`config.mk`:
```
export PLATFORM = sky130hd
export DESIGN_NAME = keypad_scan_debounce_fifo_flat
export DESIGN_NICKNAME = d
export VERILOG_FILES = /design/src/sv/kpsd_pkg.sv /design/src/sv/kpsd_in_if.sv /design/src/sv/kpsd_out_if.sv /design/src/sv/kpsd_front.sv /design/src/sv/kpsd_cmd_fifo.sv /design/src/sv/kpsd_back.sv /design/src/sv/keypad_scan_debounce_fifo.sv /design/src/flat_wrapper.sv
export SDC_FILE = /design/constraint.sdc
export NUM_CORES = 1
export LEC_CHECK = 0
export BUFFER_PORTS_ARGS = -buffer_cell sky130_fd_sc_hd__buf_4
export CAP_MARGIN = 20
export CORE_MARGIN = 2
export CORE_UTILIZATION = 56
export DETAILED_ROUTE_END_ITERATION = 8
export GPL_TIMING_DRIVEN = 0
export HOLD_SLACK_MARGIN = 0.05
export PLACE_DENSITY = 0.77
export REMOVE_ABC_BUFFERS = 1
export SYNTH_ARGS = -nofsm -noshare
export SYNTH_HDL_FRONTEND = slang
export SYNTH_HIERARCHICAL = 1
export SYNTH_SLANG_ARGS = --single-unit
```
`constraint.sdc`:
```
create_clock -name i_clk -period 8.93 [get_ports i_clk]
set_input_delay 0 -clock i_clk [delete_from_list [all_inputs] [get_ports i_clk]]
set_output_delay 0 -clock i_clk [all_outputs]
set_load 0.1 [all_outputs]
```
`src/sv/kpsd_pkg.sv`:
```
`timescale 1ns / 1ps
// ----------------------------------------------------------------------------
// kpsd_pkg: shared definitions for the keypad scanner
// Matrix geometry, key queue sizing, register indexes and the command that
// passes from the scan front end to the key queue back end.
// ----------------------------------------------------------------------------
package kpsd_pkg;

    localparam int ROWS        = 4;
    localparam int COLS        = 4;
    localparam int KEYS        = 16;  // width of the matrix snapshot field
    localparam int QUEUE_DEPTH = 16;

    localparam int QPTR_W  = $clog2(QUEUE_DEPTH);
    localparam int FILL_W  = $clog2(QUEUE_DEPTH + 1);
    localparam int QCNT_W  = 5;       // width of the queue_count field
    localparam int CODE_W  = 8;
    localparam int CFG_W   = 64;
    localparam int CFG_IDX_W = 3;

    localparam logic [CODE_W-1:0] RELEASE_FLAG = 8'h80;

    // Configuration register indexes
    localparam logic [CFG_IDX_W-1:0] REG_POLL_PERIOD    = 3'd0;
    localparam logic [CFG_IDX_W-1:0] REG_DEBOUNCE_POLLS = 3'd1;
    localparam logic [CFG_IDX_W-1:0] REG_RELEASE_EVENTS = 3'd2;
    localparam logic [CFG_IDX_W-1:0] REG_KEYMAP_LOW     = 3'd3;
    localparam logic [CFG_IDX_W-1:0] REG_KEYMAP_HIGH    = 3'd4;

    // Reset values of the configuration registers
    localparam logic [7:0]       RST_POLL_PERIOD    = 8'd10;
    localparam logic [7:0]       RST_DEBOUNCE_POLLS = 8'd5;
    localparam logic             RST_RELEASE_EVENTS = 1'b1;
    localparam logic [CFG_W-1:0] RST_KEYMAP_LOW     = 64'h0807060504030201;
    localparam logic [CFG_W-1:0] RST_KEYMAP_HIGH    = 64'h100F0E0D0C0B0A09;

    // One queued operation for the back end
    typedef struct packed {
        logic              is_read;   // pop one code
        logic              push_en;   // push code (ignored on a pop)
        logic [CODE_W-1:0] code;
    } t_cmd;

endpackage

```
`src/sv/kpsd_in_if.sv`:
```
`timescale 1ns / 1ps
// ----------------------------------------------------------------------------
// kpsd_in_if: request channel of the keypad scanner
// Carries a tick with a matrix snapshot or a read request.
// ----------------------------------------------------------------------------
interface kpsd_in_if;
    logic        valid;
    logic        ready;
    logic        action;
    logic [15:0] key_matrix;

    modport source (output valid, output action, output key_matrix, input ready);
    modport sink   (input valid, input action, input key_matrix, output ready);
endinterface

```
`src/sv/kpsd_out_if.sv`:
```
`timescale 1ns / 1ps
// ----------------------------------------------------------------------------
// kpsd_out_if: result channel of the keypad scanner
// Carries the popped code, its valid flag, the queue level and overflow.
// ----------------------------------------------------------------------------
interface kpsd_out_if;
    logic       valid;
    logic       ready;
    logic [7:0] key_code;
    logic       key_valid;
    logic [4:0] queue_count;
    logic       overflow;

    modport source (output valid, output key_code, output key_valid,
                    output queue_count, output overflow, input ready);
    modport sink   (input valid, input key_code, input key_valid,
                    input queue_count, input overflow, output ready);
endinterface

```
`src/sv/kpsd_front.sv`:
```
`timescale 1ns / 1ps
// ----------------------------------------------------------------------------
// kpsd_front: tick divider, matrix scan and debounce
// Holds the configuration registers, counts ticks, scans the snapshot on a
// poll and decides which code, if any, goes to the key queue.
// ----------------------------------------------------------------------------
module kpsd_front (
    input  logic                           i_clk,
    input  logic                           i_rst_n,
    input  logic                           i_cfg_we,
    input  logic [kpsd_pkg::CFG_IDX_W-1:0] i_cfg_idx,
    input  logic [kpsd_pkg::CFG_W-1:0]     i_cfg_data,
    input  logic                           i_accept,
    input  logic                           i_action,
    input  logic [kpsd_pkg::KEYS-1:0]      i_key_matrix,
    output kpsd_pkg::t_cmd                 o_cmd
);
    import kpsd_pkg::*;

    logic [7:0]       r_poll_period;
    logic [7:0]       r_debounce_polls;
    logic             r_release_events;
    logic [CFG_W-1:0] r_keymap_low;
    logic [CFG_W-1:0] r_keymap_high;

    logic [7:0]        r_tick, n_tick;
    logic [7:0]        r_bounce, n_bounce;
    logic [CODE_W-1:0] r_held, n_held;

    logic [7:0]        tick_dec;
    logic [7:0]        bounce_dec;
    logic [CODE_W-1:0] scan_key;

    // First pressed key per column decides that column; a zero code
    // abandons the column and the search moves to the next one.
    function automatic logic [CODE_W-1:0] scan_code(
        input logic [KEYS-1:0]    m,
        input logic [2*CFG_W-1:0] km
    );
        logic [CODE_W-1:0] code;
        logic [CODE_W-1:0] c8;
        logic              found;
        logic              col_done;
        code  = '0;
        found = 1'b0;
        for (int c = 0; c < COLS; c++) begin
            col_done = 1'b0;
            for (int r = 0; r < ROWS; r++) begin
                if (!found && !col_done && m[c*ROWS + r]) begin
                    c8       = km[(c*ROWS + r)*CODE_W +: CODE_W];
                    col_done = 1'b1;
                    if (c8 != '0) begin
                        code  = c8;
                        found = 1'b1;
                    end
                end
            end
        end
        return code;
    endfunction

    always_ff @(posedge i_clk) begin
        if (!i_rst_n) begin
            r_poll_period    <= RST_POLL_PERIOD;
            r_debounce_polls <= RST_DEBOUNCE_POLLS;
            r_release_events <= RST_RELEASE_EVENTS;
            r_keymap_low     <= RST_KEYMAP_LOW;
            r_keymap_high    <= RST_KEYMAP_HIGH;
        end else if (i_cfg_we) begin
            unique case (i_cfg_idx)
                REG_POLL_PERIOD:    r_poll_period    <= i_cfg_data[7:0];
                REG_DEBOUNCE_POLLS: r_debounce_polls <= i_cfg_data[7:0];
                REG_RELEASE_EVENTS: r_release_events <= i_cfg_data[0];
                REG_KEYMAP_LOW:     r_keymap_low     <= i_cfg_data;
                REG_KEYMAP_HIGH:    r_keymap_high    <= i_cfg_data;
                default: ;
            endcase
        end
    end

    assign tick_dec   = r_tick - 8'd1;
    assign bounce_dec = r_bounce - 8'd1;
    assign scan_key   = scan_code(i_key_matrix, {r_keymap_high, r_keymap_low});

    always_comb begin
        n_tick        = r_tick;
        n_bounce      = r_bounce;
        n_held        = r_held;
        o_cmd.is_read = i_action;
        o_cmd.push_en = 1'b0;
        o_cmd.code    = scan_key;
        if (!i_action) begin
            if (tick_dec == 8'd0) begin
                n_tick = r_poll_period;
                if (scan_key == '0) begin
                    if (r_bounce != 8'd0) begin
                        n_bounce = bounce_dec;
                        if (bounce_dec == 8'd0) begin
                            o_cmd.push_en = r_release_events;
                            o_cmd.code    = r_held | RELEASE_FLAG;
                            n_held        = '0;
                        end
                    end
                end else begin
                    n_bounce = r_debounce_polls;
                    if (r_held != scan_key) begin
                        n_held        = scan_key;
                        o_cmd.push_en = 1'b1;
                    end
                end
            end else begin
                n_tick = tick_dec;
            end
        end
    end

    always_ff @(posedge i_clk) begin
        if (!i_rst_n) begin
            r_tick   <= RST_POLL_PERIOD;
            r_bounce <= '0;
            r_held   <= '0;
        end else if (i_accept) begin
            r_tick   <= n_tick;
            r_bounce <= n_bounce;
            r_held   <= n_held;
        end
    end

endmodule

```
`src/sv/kpsd_cmd_fifo.sv`:
```
`timescale 1ns / 1ps
// ----------------------------------------------------------------------------
// kpsd_cmd_fifo: two-entry command queue
// Decouples the scan front end from the key queue back end.
// ----------------------------------------------------------------------------
module kpsd_cmd_fifo (
    input  logic           i_clk,
    input  logic           i_rst_n,
    input  logic           i_wr_en,
    input  kpsd_pkg::t_cmd i_wr_cmd,
    output logic           o_full,
    input  logic           i_rd_en,
    output logic           o_rd_valid,
    output kpsd_pkg::t_cmd o_rd_cmd
);
    import kpsd_pkg::*;

    t_cmd       r_mem [2];
    logic       r_wp;
    logic       r_rp;
    logic [1:0] r_cnt;

    assign o_full     = (r_cnt == 2'd2);
    assign o_rd_valid = (r_cnt != 2'd0);
    assign o_rd_cmd   = r_mem[r_rp];

    always_ff @(posedge i_clk) begin
        if (i_wr_en) begin
            r_mem[r_wp] <= i_wr_cmd;
        end
    end

    always_ff @(posedge i_clk) begin
        if (!i_rst_n) begin
            r_wp  <= 1'b0;
            r_rp  <= 1'b0;
            r_cnt <= 2'd0;
        end else begin
            if (i_wr_en) begin
                r_wp <= ~r_wp;
            end
            if (i_rd_en) begin
                r_rp <= ~r_rp;
            end
            r_cnt <= r_cnt + 2'(i_wr_en) - 2'(i_rd_en);
        end
    end

endmodule

```
`src/sv/kpsd_back.sv`:
```
`timescale 1ns / 1ps
// ----------------------------------------------------------------------------
// kpsd_back: key queue and result register
// Executes push and pop commands in order against the key queue and
// registers one result per command.
// ----------------------------------------------------------------------------
module kpsd_back (
    input  logic           i_clk,
    input  logic           i_rst_n,
    input  logic           i_cmd_valid,
    input  kpsd_pkg::t_cmd i_cmd,
    output logic           o_cmd_take,
    kpsd_out_if.source     o_res
);
    import kpsd_pkg::*;

    logic [CODE_W-1:0] r_queue [QUEUE_DEPTH];
    logic [QPTR_W-1:0] r_wr_idx, n_wr_idx;
    logic [QPTR_W-1:0] r_rd_idx, n_rd_idx;
    logic [FILL_W-1:0] r_fill, n_fill;

    logic              r_out_valid;
    logic [CODE_W-1:0] r_code;
    logic              r_kvalid, n_kvalid;
    logic              r_ovf, n_ovf;
    logic              q_write;

    function automatic logic [QPTR_W-1:0] ptr_next(input logic [QPTR_W-1:0] p);
        return (p == QPTR_W'(QUEUE_DEPTH - 1)) ? '0 : p + QPTR_W'(1);
    endfunction

    // The result register may be refilled in the cycle it is taken.
    assign o_cmd_take = i_cmd_valid && (!r_out_valid || o_res.ready);

    always_comb begin
        n_wr_idx = r_wr_idx;
        n_rd_idx = r_rd_idx;
        n_fill   = r_fill;
        n_kvalid = 1'b0;
        n_ovf    = 1'b0;
        q_write  = 1'b0;
        if (i_cmd.is_read) begin
            if (r_fill != '0) begin
                n_kvalid = 1'b1;
                n_rd_idx = ptr_next(r_rd_idx);
                n_fill   = r_fill - FILL_W'(1);
            end
        end else if (i_cmd.push_en) begin
            if (r_fill == FILL_W'(QUEUE_DEPTH)) begin
                n_ovf = 1'b1;
            end else begin
                q_write  = 1'b1;
                n_wr_idx = ptr_next(r_wr_idx);
                n_fill   = r_fill + FILL_W'(1);
            end
        end
    end

    always_ff @(posedge i_clk) begin
        if (o_cmd_take && q_write) begin
            r_queue[r_wr_idx] <= i_cmd.code;
        end
    end

    always_ff @(posedge i_clk) begin
        if (!i_rst_n) begin
            r_wr_idx    <= '0;
            r_rd_idx    <= '0;
            r_fill      <= '0;
            r_out_valid <= 1'b0;
        end else begin
            if (o_cmd_take) begin
                r_wr_idx    <= n_wr_idx;
                r_rd_idx    <= n_rd_idx;
                r_fill      <= n_fill;
                r_out_valid <= 1'b1;
            end else if (o_res.ready) begin
                r_out_valid <= 1'b0;
            end
        end
    end

    always_ff @(posedge i_clk) begin
        if (o_cmd_take) begin
            r_code   <= n_kvalid ? r_queue[r_rd_idx] : '0;
            r_kvalid <= n_kvalid;
            r_ovf    <= n_ovf;
        end
    end

    assign o_res.valid       = r_out_valid;
    assign o_res.key_code    = r_code;
    assign o_res.key_valid   = r_kvalid;
    assign o_res.queue_count = QCNT_W'(r_fill);
    assign o_res.overflow    = r_ovf;

endmodule

```
`src/sv/keypad_scan_debounce_fifo.sv`:
```
`timescale 1ns / 1ps
// ----------------------------------------------------------------------------
// keypad_scan_debounce_fifo: matrix keypad scanner with debounce and queue
// Every request on i_key is either a tick carrying a 16-bit snapshot of the
// key matrix (action 0) or a read of the key queue (action 1). Each request
// gives exactly one result on o_key: the popped code and its valid flag,
// the number of codes left in the queue and an overflow flag that marks a
// code dropped because the 16-entry queue was full.
// The front end updates the tick divider, scan and debounce state in the
// cycle a request is accepted; the command then passes through the command
// queue, and the back end applies the push or pop when it takes the command
// and registers the result. Up to one request is accepted every cycle while
// the command queue is not full; the scan is combinational.
// A two-entry command queue sits between the two halves, so a stalled
// result channel holds i_key.ready low only once that queue is full.
// Configuration is written through i_cfg_we/i_cfg_idx/i_cfg_data while the
// block is idle. Reset (i_rst_n low, synchronous) restores the register
// defaults, empties both queues and clears the debounce state.
// ----------------------------------------------------------------------------
module keypad_scan_debounce_fifo (
    input  logic                           i_clk,
    input  logic                           i_rst_n,
    input  logic                           i_cfg_we,
    input  logic [kpsd_pkg::CFG_IDX_W-1:0] i_cfg_idx,
    input  logic [kpsd_pkg::CFG_W-1:0]     i_cfg_data,
    kpsd_in_if.sink                        i_key,
    kpsd_out_if.source                     o_key
);
    import kpsd_pkg::*;

    t_cmd front_cmd;
    t_cmd back_cmd;
    logic in_accept;
    logic cmd_full;
    logic cmd_valid;
    logic cmd_take;

    assign i_key.ready = !cmd_full;
    assign in_accept   = i_key.valid && !cmd_full;

    kpsd_front u_front (
        .i_clk        (i_clk),
        .i_rst_n      (i_rst_n),
        .i_cfg_we     (i_cfg_we),
        .i_cfg_idx    (i_cfg_idx),
        .i_cfg_data   (i_cfg_data),
        .i_accept     (in_accept),
        .i_action     (i_key.action),
        .i_key_matrix (i_key.key_matrix),
        .o_cmd        (front_cmd)
    );

    kpsd_cmd_fifo u_cmd_fifo (
        .i_clk      (i_clk),
        .i_rst_n    (i_rst_n),
        .i_wr_en    (in_accept),
        .i_wr_cmd   (front_cmd),
        .o_full     (cmd_full),
        .i_rd_en    (cmd_take),
        .o_rd_valid (cmd_valid),
        .o_rd_cmd   (back_cmd)
    );

    kpsd_back u_back (
        .i_clk       (i_clk),
        .i_rst_n     (i_rst_n),
        .i_cmd_valid (cmd_valid),
        .i_cmd       (back_cmd),
        .o_cmd_take  (cmd_take),
        .o_res       (o_key)
    );

endmodule

```
`src/flat_wrapper.sv`:
```
// flat-port wrapper written by rule: the top's interface ports become plain ports
module keypad_scan_debounce_fifo_flat import kpsd_pkg::*;
  (i_clk, i_rst_n, i_cfg_we, i_cfg_idx, i_cfg_data, i_key_valid, i_key_action, i_key_key_matrix, i_key_ready, o_key_valid, o_key_key_code, o_key_key_valid, o_key_queue_count, o_key_overflow, o_key_ready);
  kpsd_in_if i_key_i ();
  kpsd_out_if o_key_i ();
  input  logic i_clk;
  input  logic i_rst_n;
  input  logic i_cfg_we;
  input  logic [kpsd_pkg::CFG_IDX_W-1:0] i_cfg_idx;
  input  logic [kpsd_pkg::CFG_W-1:0] i_cfg_data;
  input wire logic [$bits(i_key_i.valid)-1:0] i_key_valid;
  input wire logic [$bits(i_key_i.action)-1:0] i_key_action;
  input wire logic [$bits(i_key_i.key_matrix)-1:0] i_key_key_matrix;
  output wire logic [$bits(i_key_i.ready)-1:0] i_key_ready;
  output wire logic [$bits(o_key_i.valid)-1:0] o_key_valid;
  output wire logic [$bits(o_key_i.key_code)-1:0] o_key_key_code;
  output wire logic [$bits(o_key_i.key_valid)-1:0] o_key_key_valid;
  output wire logic [$bits(o_key_i.queue_count)-1:0] o_key_queue_count;
  output wire logic [$bits(o_key_i.overflow)-1:0] o_key_overflow;
  input wire logic [$bits(o_key_i.ready)-1:0] o_key_ready;
  assign i_key_i.valid = i_key_valid;
  assign i_key_i.action = i_key_action;
  assign i_key_i.key_matrix = i_key_key_matrix;
  assign i_key_ready = i_key_i.ready;
  assign o_key_valid = o_key_i.valid;
  assign o_key_key_code = o_key_i.key_code;
  assign o_key_key_valid = o_key_i.key_valid;
  assign o_key_queue_count = o_key_i.queue_count;
  assign o_key_overflow = o_key_i.overflow;
  assign o_key_i.ready = o_key_ready;
  keypad_scan_debounce_fifo u_core (.i_clk(i_clk), .i_rst_n(i_rst_n), .i_cfg_we(i_cfg_we), .i_cfg_idx(i_cfg_idx), .i_cfg_data(i_cfg_data), .i_key(i_key_i), .o_key(o_key_i));
endmodule
```
# --- After elaboration in Yosys (flattened, before gate mapping) ---
# Memory sizes are Yosys's and may differ from the RTL's. A register that Yosys moved wholly into a read port is not among the register bits.
# Cells that the tools add are included.
totals:
  ff_bits: 189
  wordCells: 253
  ram_bits: 148
  input_bits: 89
  n_memories: 2
  out_inout_bits: 17
memory_table:
  columns: ["name", "depth", "word_bits", "rd", "rd_clocked_by_memory_dff", "write_ports", "line_no", "source"]
  rows:
  - ["u_core.u_back.r_queue", 16, 8, 1, 1, 1, "kpsd_back.sv:17", "logic [CODE_W-1:0] r_queue [QUEUE_DEPTH];"]
  - ["u_core.u_cmd_fifo.r_mem", 2, 10, 1, 1, 1, "kpsd_cmd_fifo.sv:18", "t_cmd r_mem [2];"]
op_classes:
  mux: 108
  n_eq_ne: 13
  reduce_logical: 99
  bitwise: 6
  n_addsub: 8
op_table:
  columns: ["cell", "count"]
  rows:
  - ["2-to-1 mux 8 bit", 40]
  - ["nonzero test 8 bit", 17]
  - ["2-to-1 mux 1 bit", 58]
  - ["2-to-1 mux 9 bit", 4]
  - ["logical AND 1 bit", 30]
  - ["logical NOT 1 bit", 30]
  - ["logical NOT 8 bit", 3]
  - ["2-to-1 mux 5 bit", 4]
  - ["subtractor 8 x 1 -> 8 bit, second input constant", 2]
  - ["AND reduction 2 bit", 6]
  - ["AND reduction 4 bit", 3]
  - ["adder 4 x 1 -> 4 bit, second input constant", 2]
  - ["equality test 4 bit, second input constant", 2]
  - ["2-to-1 mux 4 bit", 2]
  - ["inequality test 8 bit", 1]
  - ["nonzero test 2 bit", 4]
  - ["equality test 3 x 2 -> 1 bit, second input constant", 2]
  - ["inequality test 2 x 1 -> 1 bit, second input constant", 3]
  - ["NOT 1 bit", 6]
  - ["AND reduction 6 bit", 1]
  - ["adder 5 x 1 -> 5 bit, second input constant", 1]
  - ["equality test 5 bit, second input constant", 1]
  - ["nonzero test 5 bit", 1]
  - ["subtractor 5 x 1 -> 5 bit, second input constant", 1]
  - ["10 further kinds", 10]

# --- Logic depth before layout (Yosys ltp) ---
# Gate-level depths: netlist of the first run.
depth:
  depth_word: 65
  depth_mapped: 14

# --- Cells and area by module ---
# Netlist of the first run, hierarchy kept.
by_module_without_submodules:
  columns: ["mod", "area_each_um2", "instances", "cells_each"]
  rows:
  - ["kpsd_front", 8280.4, 1, 1110]
  - ["kpsd_back", 6123.4, 1, 329]
  - ["kpsd_cmd_fifo", 945.9, 1, 52]
  - ["keypad_scan_debounce_fifo", 10.0, 1, 2]

# --- Least setup slack after synthesis of the first run ---
# Ideal clock, no wire load.
synth_timing:
  kind: "register to register"
  startpoint: "register u_core.u_front.r_keymap_high[52]"
  endpoint: "memory u_core/u_cmd_fifo/r_mem[0][8] (netlist name), data pin"
  stages_incl_launch_ff: 12
  synth_period_minus_slack_ns: 3.420
  t_required_ns: 8.688
  slack_ns: 5.510
  arrival_ns: 3.178
  cell_sequence: "dfxtp_1 > or4_4 > nor4_4 > o32ai_1 > a311o_1 > a221oi_2 > o22ai_2 > or4_4 > buf_6 > nor2_8 > nor4_1 > a2111oi_0"
synth_lines:
  columns: ["element", "line_no", "source"]
  rows:
  - ["start, declared", "kpsd_front.sv:24", "logic [CFG_W-1:0] r_keymap_high;"]
  - ["start signal, assigned", "kpsd_front.sv:75", "REG_KEYMAP_HIGH: r_keymap_high <= i_cfg_data;"]
  - ["end, declared", "kpsd_cmd_fifo.sv:18", null]

==> results of run 1 <==
cell families after synthesis:
logic type,after synthesis,synth area share (%)
buffers and inverters,123,3.80
DFF,346,55.4
muxes,58,6.47
and+or+nand+nor,606,18.4
adders and majority gates,16,1.35
xor gates and xnor gates,23,1.40
AOI/OAI and AO/OA,321,13.2
synth_stat cells (7+ instances only):
| cell type | instances | area share (%) |
|---|---|---|
| mux4_2 | 32 | 4.7 |
| nand2b_1 | 13 | 0.53 |
| nor3_1 | 22 | 0.72 |
| o22ai_1 | 15 | 0.61 |
| nand3b_1 | 8 | 0.39 |
| nor4_1 | 29 | 1.2 |
| mux2_1 | 10 | 0.73 |
| a21oi_1 | 170 | 5.5 |
| o21ai_0 | 26 | 0.85 |
| a21o_1 | 9 | 0.44 |
| o31ai_1 | 7 | 0.34 |
| and3_1 | 7 | 0.29 |
| xnor2_1 | 16 | 0.91 |
| inv_1 | 30 | 0.73 |
| buf_6 | 7 | 0.51 |
| a22oi_1 | 9 | 0.44 |
| ha_1 | 15 | 1.2 |
| nor2_1 | 45 | 1.1 |
| nand2_1 | 357 | 8.7 |
| buf_2 | 10 | 0.33 |
| mux2i_1 | 16 | 1.0 |
| edfxtp_1 | 158 | 31 |
| clkbuf_1 | 54 | 1.3 |
| a221oi_1 | 14 | 0.80 |
| a221o_1 | 7 | 0.46 |
| nor2b_1 | 22 | 0.90 |
| and2_1 | 9 | 0.37 |
| buf_1 | 8 | 0.20 |
| dfxtp_1 | 188 | 25 |
| nand3_1 | 53 | 1.7 |
routing by layer:
| layer | GRT usage, % | wire length [um] | up-vias |
|---|---|---|---|
| li1 | - | - | 5636 |
| met1 | 31.8 | 15100 | 5742 |
| met2 | 47.3 | 19000 | 407 |
| met3 | 3.13 | 1730 | 99 |
| met4 | 10.1 | 1430 | 0 |
| met5 | 0 | 0 | - |
how the worst min path moves through the flow:
stage                        start                          endpoint  depth (start not counted)
floorplan                  i_rst_n          u_core/u_front/r_tick[3]                          1
global placement    i_cfg_data[49]   u_core/u_front/r_keymap_low[49]                          3
detailed placement  i_cfg_data[17]   u_core/u_front/r_keymap_low[17]                          3
CTS                    i_key_valid            u_core/u_cmd_fifo/r_wp                          4
global route               i_rst_n   u_core/u_front/r_keymap_low[49]                          2
finish                     i_rst_n  u_core/u_front/r_keymap_high[48]                          2
flip-flops by register name, indices dropped and copies added, names as in the netlist, 2 cells and up, named ones only:
| register | flops |
|---|---|
| u_core/u_back/r_rd_idx | 4 |
| u_core/u_front/r_debounce_polls | 8 |
| u_core/u_front/r_keymap_high | 64 |
| u_core/u_front/r_bounce | 8 |
| u_core/u_cmd_fifo/r_cnt | 2 |
| u_core/u_front/r_held | 8 |
| u_core/u_back/r_wr_idx | 4 |
| u_core/u_back/o_res.key_code | 8 |
| u_core/u_back/r_queue | 128 |
| u_core/u_back/o_res.queue_count | 5 |
| u_core/u_front/r_keymap_low | 64 |
| u_core/u_front/r_poll_period | 8 |
| u_core/u_front/r_tick | 8 |
| u_core/u_cmd_fifo/r_mem | 20 |
worst max-delay path: cells and delay by family (launching register included):
kind	cells	cell delay (ps)
AO/OA/AOI/OAI	3	1430
flip-flops	1	320
AND/OR/NAND/NOR	5	2210
cells in the final DEF, fill, tap and decap left out, drive strengths merged, types with 13 or more instances in the layout:
master	netlist	routed
nand2	362	362
nand3	54	54
buf	31	115
mux4	32	32
dlygate4sd3	1	70
nor2b	23	23
inv	32	34
nor2	48	48
a21oi	170	170
o21ai	31	31
nand2b	13	13
nor4	31	31
ha	15	15
edfxtp	158	158
clkbuf	57	52
mux2i	16	16
o22ai	16	16
dfxtp	188	188
xnor2	16	16
a221oi	16	16
nor3	22	22
final cells by class:
cell class	instances	area [sq um]
inverters	32	125
clock inverters	12	144
flip-flops and latches	346	8510
clock buffers	52	1060
multi-input cells	1024	6280
repair buffers	185	1650
fillers	1996	8750
well taps	341	427
power groups by stage:
stage	registers, mW	logic (mW)	clock network (mW)
final	1.89	1.02	1.52
after floorplan	2.18	0.464	0
after global routing	1.90	1.09	1.60
after global placement	1.94	0.941	0
after CTS	1.89	1.03	1.54
after detailed placement	1.93	0.997	0
per-stage QoR:
stage	hold WS (ps)	instances	power (mW)
after floorplan	61.9	1402	2.64
after CTS	68.8	1992	4.46
after detailed placement	226	1858	2.92
after global routing	108	1992	4.60
final	58.6	1992	4.44
after global placement	223	1848	2.89
==> results by stage, run 1 <==
Timing:
- In this run the tightest slew margin relative to its limit is 27.7%.
- The ratio of final minimum period to clock period is 47.9%.
- Setup repair after global routing left no endpoint under its margin.
- The routed design could run at a clock period as short as 4270 ps.
- Setup violations remaining at the end of the flow were counted as 0.
- The number of pins exceeding their max-slew limit in the final report came to 0.
- Based on the critical path, the design can be clocked at up to 234 MHz.
- The hold violation total from the final report was 0.
- The least setup slack across all paths after layout is 4660 ps.
- The transition time at the pin with the least slew margin is 1080 ps.
- Clock skew on the completed layout was measured at 19.3 ps.
- Setup total negative slack on the finished layout was measured at 0 ps.

Drt:
- The remaining routing DRC violations is 0.
- After detailed routing, the total wire length is 37200 um.
- The first TritonRoute pass finished after 8 iterations.
- The wire length per cell is 18.7 um.
- The total via count in the routed design is 11900.
- The iteration-0 DRC count of the detailed router is 976.
- In this run the remaining antenna-violating nets after routing total 0.
- In the routed layout, each cell is associated on average with a via count of 5.97.

Setup path:
- The signal on the critical path passes through nor4_1, a21oi_1, nor4_1, nand3_1, o221ai_1, or3_1, nor2_8, a2111oi_0.
- The endpoint of the most critical register-to-register path is u_core/u_cmd_fifo/r_mem[0][8].
- In this run the worst setup path terminates at u_core/u_cmd_fifo/r_mem[0][8].
- The most numerous cell type found on the critical path is nor4_1.
- STA puts the critical path data arrival time at 4480 ps.
- At the worst endpoint, the required time is 9140 ps.
- By startpoint and endpoint, the worst setup path is classified as flop to flop.
- The nature of the critical path endpoint is a flop.
- In this run the worst path has a maximum fanout of 9.
- The launching element of the worst setup path is u_core/u_front/r_keymap_low[12].
- The cell at the slowest stage of the critical path is nor4_1.
- The depth of the worst register-to-register path is 8.
- Across all register-to-register paths, the minimum setup slack is 4660 ps.
- The worst setup path is launched from a flop.
- On the worst path, the slowest cell contributes a delay of 880 ps.
- In this run the critical register-to-register path is launched from u_core/u_front/r_keymap_low[12].

Clocking:
- The clock-pin slew of the registers on the worst-case setup and hold paths is 60 ps.
- The post-CTS repair timing setup buffer count is 0.
- The tree is rooted in a clkbuf_16.
- TritonCTS built the clock tree.
- Once the clock tree was built, the resizer swapped 0 gates to a different size.
- The number of H-tree branching levels is 2.
- The hold-fix buffer count after cts is 70.
- The total CTS buffers is 36.
- In this run the deepest clock path goes through 3 buffers.
- The clock latency of the later-clocked register in the worst-skew pair is 520 ps.
- CTS saw 346 sinks.

Run status:
- The flow ran to the end, and the final reports show no timing, DRC or antenna violations.

Layout:
- The repair_antennas step left the layout with diodes totalling 0.
- The final layout contains 1730 nets.
- After routing the design area is 0.0182 sq mm.
- Of the cells placed in the final design, the portion with a size suffix greater than 1 is 14.5%.
- The final standard cell utilization of the core is 67.5%.
- The area growth from synthesis to layout is 18.5%.

Place:
- The placed wire-length estimate is 24900 um.
- In this run the tool buffered the top-level ports with 105 buffer cells.
- The congestion estimate from routability-driven global placement came to 0.880.
- The pre-CTS worst setup slack is 4730 ps.
- The cell area reported after detailed placement is 0.0163 sq mm.

Power and ir drop:
- The analysis attributes to cell leakage a power of 6.47 nW.
- Of the total power, the clock network draws 34.2%.
- The net switching component of the power is 1.35 mW.
- IR analysis of the VDD net gives a maximum drop of 167 uV.
- For this design the ratio of total power to cell area is 244 mW/mm^2.
- The design internal power is 3.08 mW.
- Sequential cells burn 42.7% of the power.
- Net switching is 30.5% of the power.
- The portion of total power attributed to combinational logic is 23.1%.

Floorplanning:
- The count of boundary I/O pins is 106.
- Measured along the x axis, the die boundary spans 170 um.
- The vertical extent of the die is 170 um.
- The core area is 0.0270 sq mm.
- The floorplan step defined a die boundary enclosing 0.0288 sq mm.
- The floorplan has 60 rows.
- The initial core utilization is 57.0%.

Yosys:
- Sequential elements use 55.4% of the synthesized area.
- For this run, the number of Yosys warnings is 6.
- Of all flip-flops after synthesis, the portion carrying an async set or reset was 0%.
- Summing every instance area after synthesis gives 0.0154 sq mm.
- For this run, the leading register cell type out of synthesis is dfxtp_1.
- The number of enable flip-flop cells after synthesis is 158.
- The distinct cell type count after synthesis is 97.
- The synthesis-stage register bit count is 346.
- Each instance of the synthesized netlist takes up on average 10.3 sq um.
- The number of cells produced by synthesis is 1493.

Worst hold path:
- The path type of the worst min-delay path is input port to flop.

Flow run:
- Max-cap violations in this run came to 0.

Global routing:
- Entering global routing, the biggest net connects 87 pins.
- The total grt overflow is 0.
- The total track usage is 26.1%.
- The number of antenna violations at the first check in global routing is 0.
- The via count of the first global-routing pass was 11500.
- The first-pass GRT wire length is 59800 um.
Power figures use the tool's default switching activity.
==> inputs of run 2 (changes only) <==
Clock period 8.93 ns to 4.06 ns, I/O delays scaled along.
==> results by stage, run 2 (same netlist as run 1, synthesis figures left out) <==
Run status:
- The run finished with clean final reports.

Timing:
- For the pin with the worst max-slew slack, the measured transition is 1070 ps.
- The final sum of negative setup slack is 0 ps.
- The ratio of final minimum period to clock period is 95.3%.
- Setup repair after global routing left no endpoint under its margin.
- The minimum period implied by the final worst setup slack is 3870 ps.
- After layout, the worst setup slack is 192 ps.
- The hold violation total from the final report is 0.
- Measured against its own limit, the worst slew margin works out to 28.3%.
- The number of pins exceeding their max-slew limit in the final report was 0.
- On the final layout, the worst hold slack is 62.0 ps.
- Static timing analysis puts the maximum clock frequency at 259 MHz.
- For the final database, setup skew stands at 18.2 ps.
- Setup violations remaining at the end of the flow were counted as 0.

Setup path:
- Walking the worst path, the cells encountered are nor4_1, a21oi_1, or4_4, nor2_2, a32o_1, o22ai_2, or4_4, nor2_8, nor4_1, a2111oi_2.
- The critical path class is flop to flop.
- STA classifies the critical path startpoint as a flop.
- Of all nets on the critical path, the largest fanout is 11.
- On the critical path, the stage with the largest delay is an instance of or4_4.
- The longest individual stage delay on the worst path is 650 ps.
- The nature of the critical path endpoint is a flop.
- The arrival time at the worst endpoint is 4140 ps.
- Among cell families on the critical path, the largest total delay comes from simple AND/OR/NAND/NOR gates.
- The number of buffers and inverters on the critical path is 0.
- The required time at the endpoint of the critical path is 4330 ps.

Floorplanning:
- The initial utilization of the core area, before any placement, comes to 57.0%.
- The die covers 0.0288 sq mm.
- The chip width is 170 um.
- The count of boundary I/O pins is 106.
- The vertical extent of the die is 170 um.
- The total area inside the core boundary comes to 0.0270 sq mm.
- After floorplanning, the core was divided into 60 placement rows.

Global routing:
- The via count of the first global-routing pass came to 11500.
- The total overflow left after global routing is 0.
- The first-pass GRT wire length is 59800 um.
- The number of antenna violations at the first check in global routing is 0.
- The maximum number of pins on one net before global-route repair is 87.
- The total track usage is 26.1%.

Layout:
- The commonest non-fill, non-tap cell in the layout is nand2_1.
- The largest registers in the layout are u_core/u_back/r_queue (128), u_core/u_front/r_keymap_high (64), u_core/u_front/r_keymap_low (64).
- The register with the most flip-flops in the layout has 128 of them.
- The number of fillers in the final layout is 1994.
- The area occupied by registers is 0.00851 sq mm.
- The final non-filler cell area is 0.0182 sq mm.
- The growth of design area from synthesis to finish is 18.6%.
- More flip-flops sit in one register than any other, and that register is u_core/u_back/r_queue.
- The net count of the finished layout is 1730.
- The area used by multi-input combinational logic is 0.00631 sq mm.
- 0 antenna diodes ended up in the layout.
- In the layout the commonest cells are nand2_1, dfxtp_1, a21oi_1.
- The share of final-layout standard cells stronger than drive strength 1 is 14.7%.

Power and ir drop:
- The total power is 9.76 mW.
- The largest voltage drop on the vdd net is 368 uV.
- The total power per unit cell area is 535 mW/mm^2.
- The total leakage power is 6.48 nW.

Place:
- The pre-CTS worst setup slack is -144 ps.
- Routability-driven placement finished with a final weighted congestion of 0.880.
- The placed wire-length estimate is 24900 um.
- The count of buffers added on input and output ports is 105.
- Once placement finished, the instance area stood at 0.0163 sq mm.

Clocking:
- The post-CTS repair timing setup buffer count is 0.
- TritonCTS created 36 clock buffers.
- The H-tree was split into 2 levels.
- The clock-pin slew of the registers on the worst-case setup and hold paths is 60 ps.
- The tree built by TritonCTS fans out to 346 sinks.
- In this run the clock root is driven by a clkbuf_16.
- The clock latency of the later-clocked register in the worst-skew pair is 510 ps.
- TritonCTS built the clock tree.
- Counting along the longest clock path gives a buffer depth of 3.

Worst hold path:
- The path type of the worst min-delay path is input port to flop.

Drt:
- The aggregate routed wire length is 37300 um.
- The count of antenna-violating nets left after detailed routing is 0.
- The remaining routing DRC violations is 0.
- Summing over every cut layer, the via total after detailed routing is 11900.
- The iteration-0 DRC count of the detailed router is 939.
- Dividing the detail-routed wire length by the instance count gives 18.7 um.
- The number of vias per cell is 5.95.
- The number of optimization iterations in the first detailed-route pass is 5.

Flow run:
- The max-cap check violation count is 0.
-- run 2: cell counts in the layout (fill, tap and decap cells not counted) --
No cell type changed its count.
-- run 2: area by class of cell --
cell class | count | area share [%]
tap | 341 | 2.34
clock inverter | 12 | 0.790
timing repair buffer | 185 | 9.05
multi-input combinational | 1024 | 34.6
sequential | 346 | 46.7
clock buffer | 52 | 5.84
inverter | 32 | 0.687
-- run 2: stage by stage --
| step | instances | util (%) |
|---|---|---|
| after floorplan | 1402 | - |
| after global placement | 1848 | 59.8 |
| after detailed placement | 1858 | 60.4 |
| after CTS | 1992 | 67.6 |
| after global routing | 1992 | 67.6 |
| final | 1992 | 67.6 |
-- run 2: path summary, 6_finish.rpt --
| kind | start | endpoint | slack (ps) | depth (start not counted) |
|---|---|---|---|---|
| max | u_core/u_front/r_keymap_low[12] | u_core/u_cmd_fifo/r_mem[0][8] | 190 | 10 |
| min reg2reg | u_core/u_front/r_debounce_polls[4] | u_core/u_front/r_debounce_polls[4] | 460 | 2 |
| min | i_rst_n | u_core/u_front/r_keymap_high[48] | 60 | 2 |
| max reg2reg | u_core/u_front/r_keymap_low[12] | u_core/u_cmd_fifo/r_mem[0][8] | 190 | 10 |
-- run 2: repair_timing --
item	CTS	global route
gates resized for setup	3	3
hold buffers	70	0
pin swaps	0	0
setup endpoints to repair	2	19
endpoints found under the hold margin	151	0
-- run 2: report_power, final --
part	leakage, nW	total, mW	internal [mW]	switching [mW]
Sequential	2.97	4.17	4.01	0.157
Clock	0.594	3.34	2.02	1.32
Combinational	2.91	2.25	0.757	1.50
-- run 2: per-layer routing --
metal	share of wire [%]	routed length [um]	global-route usage (%)	vias to the layer above
li1	-	-	-	5642
met1	40	15000	31.8	5696
met2	51	19000	47.3	425
met3	5.0	1850	3.13	98
met4	3.9	1450	10.1	0
met5	0	0	0	-
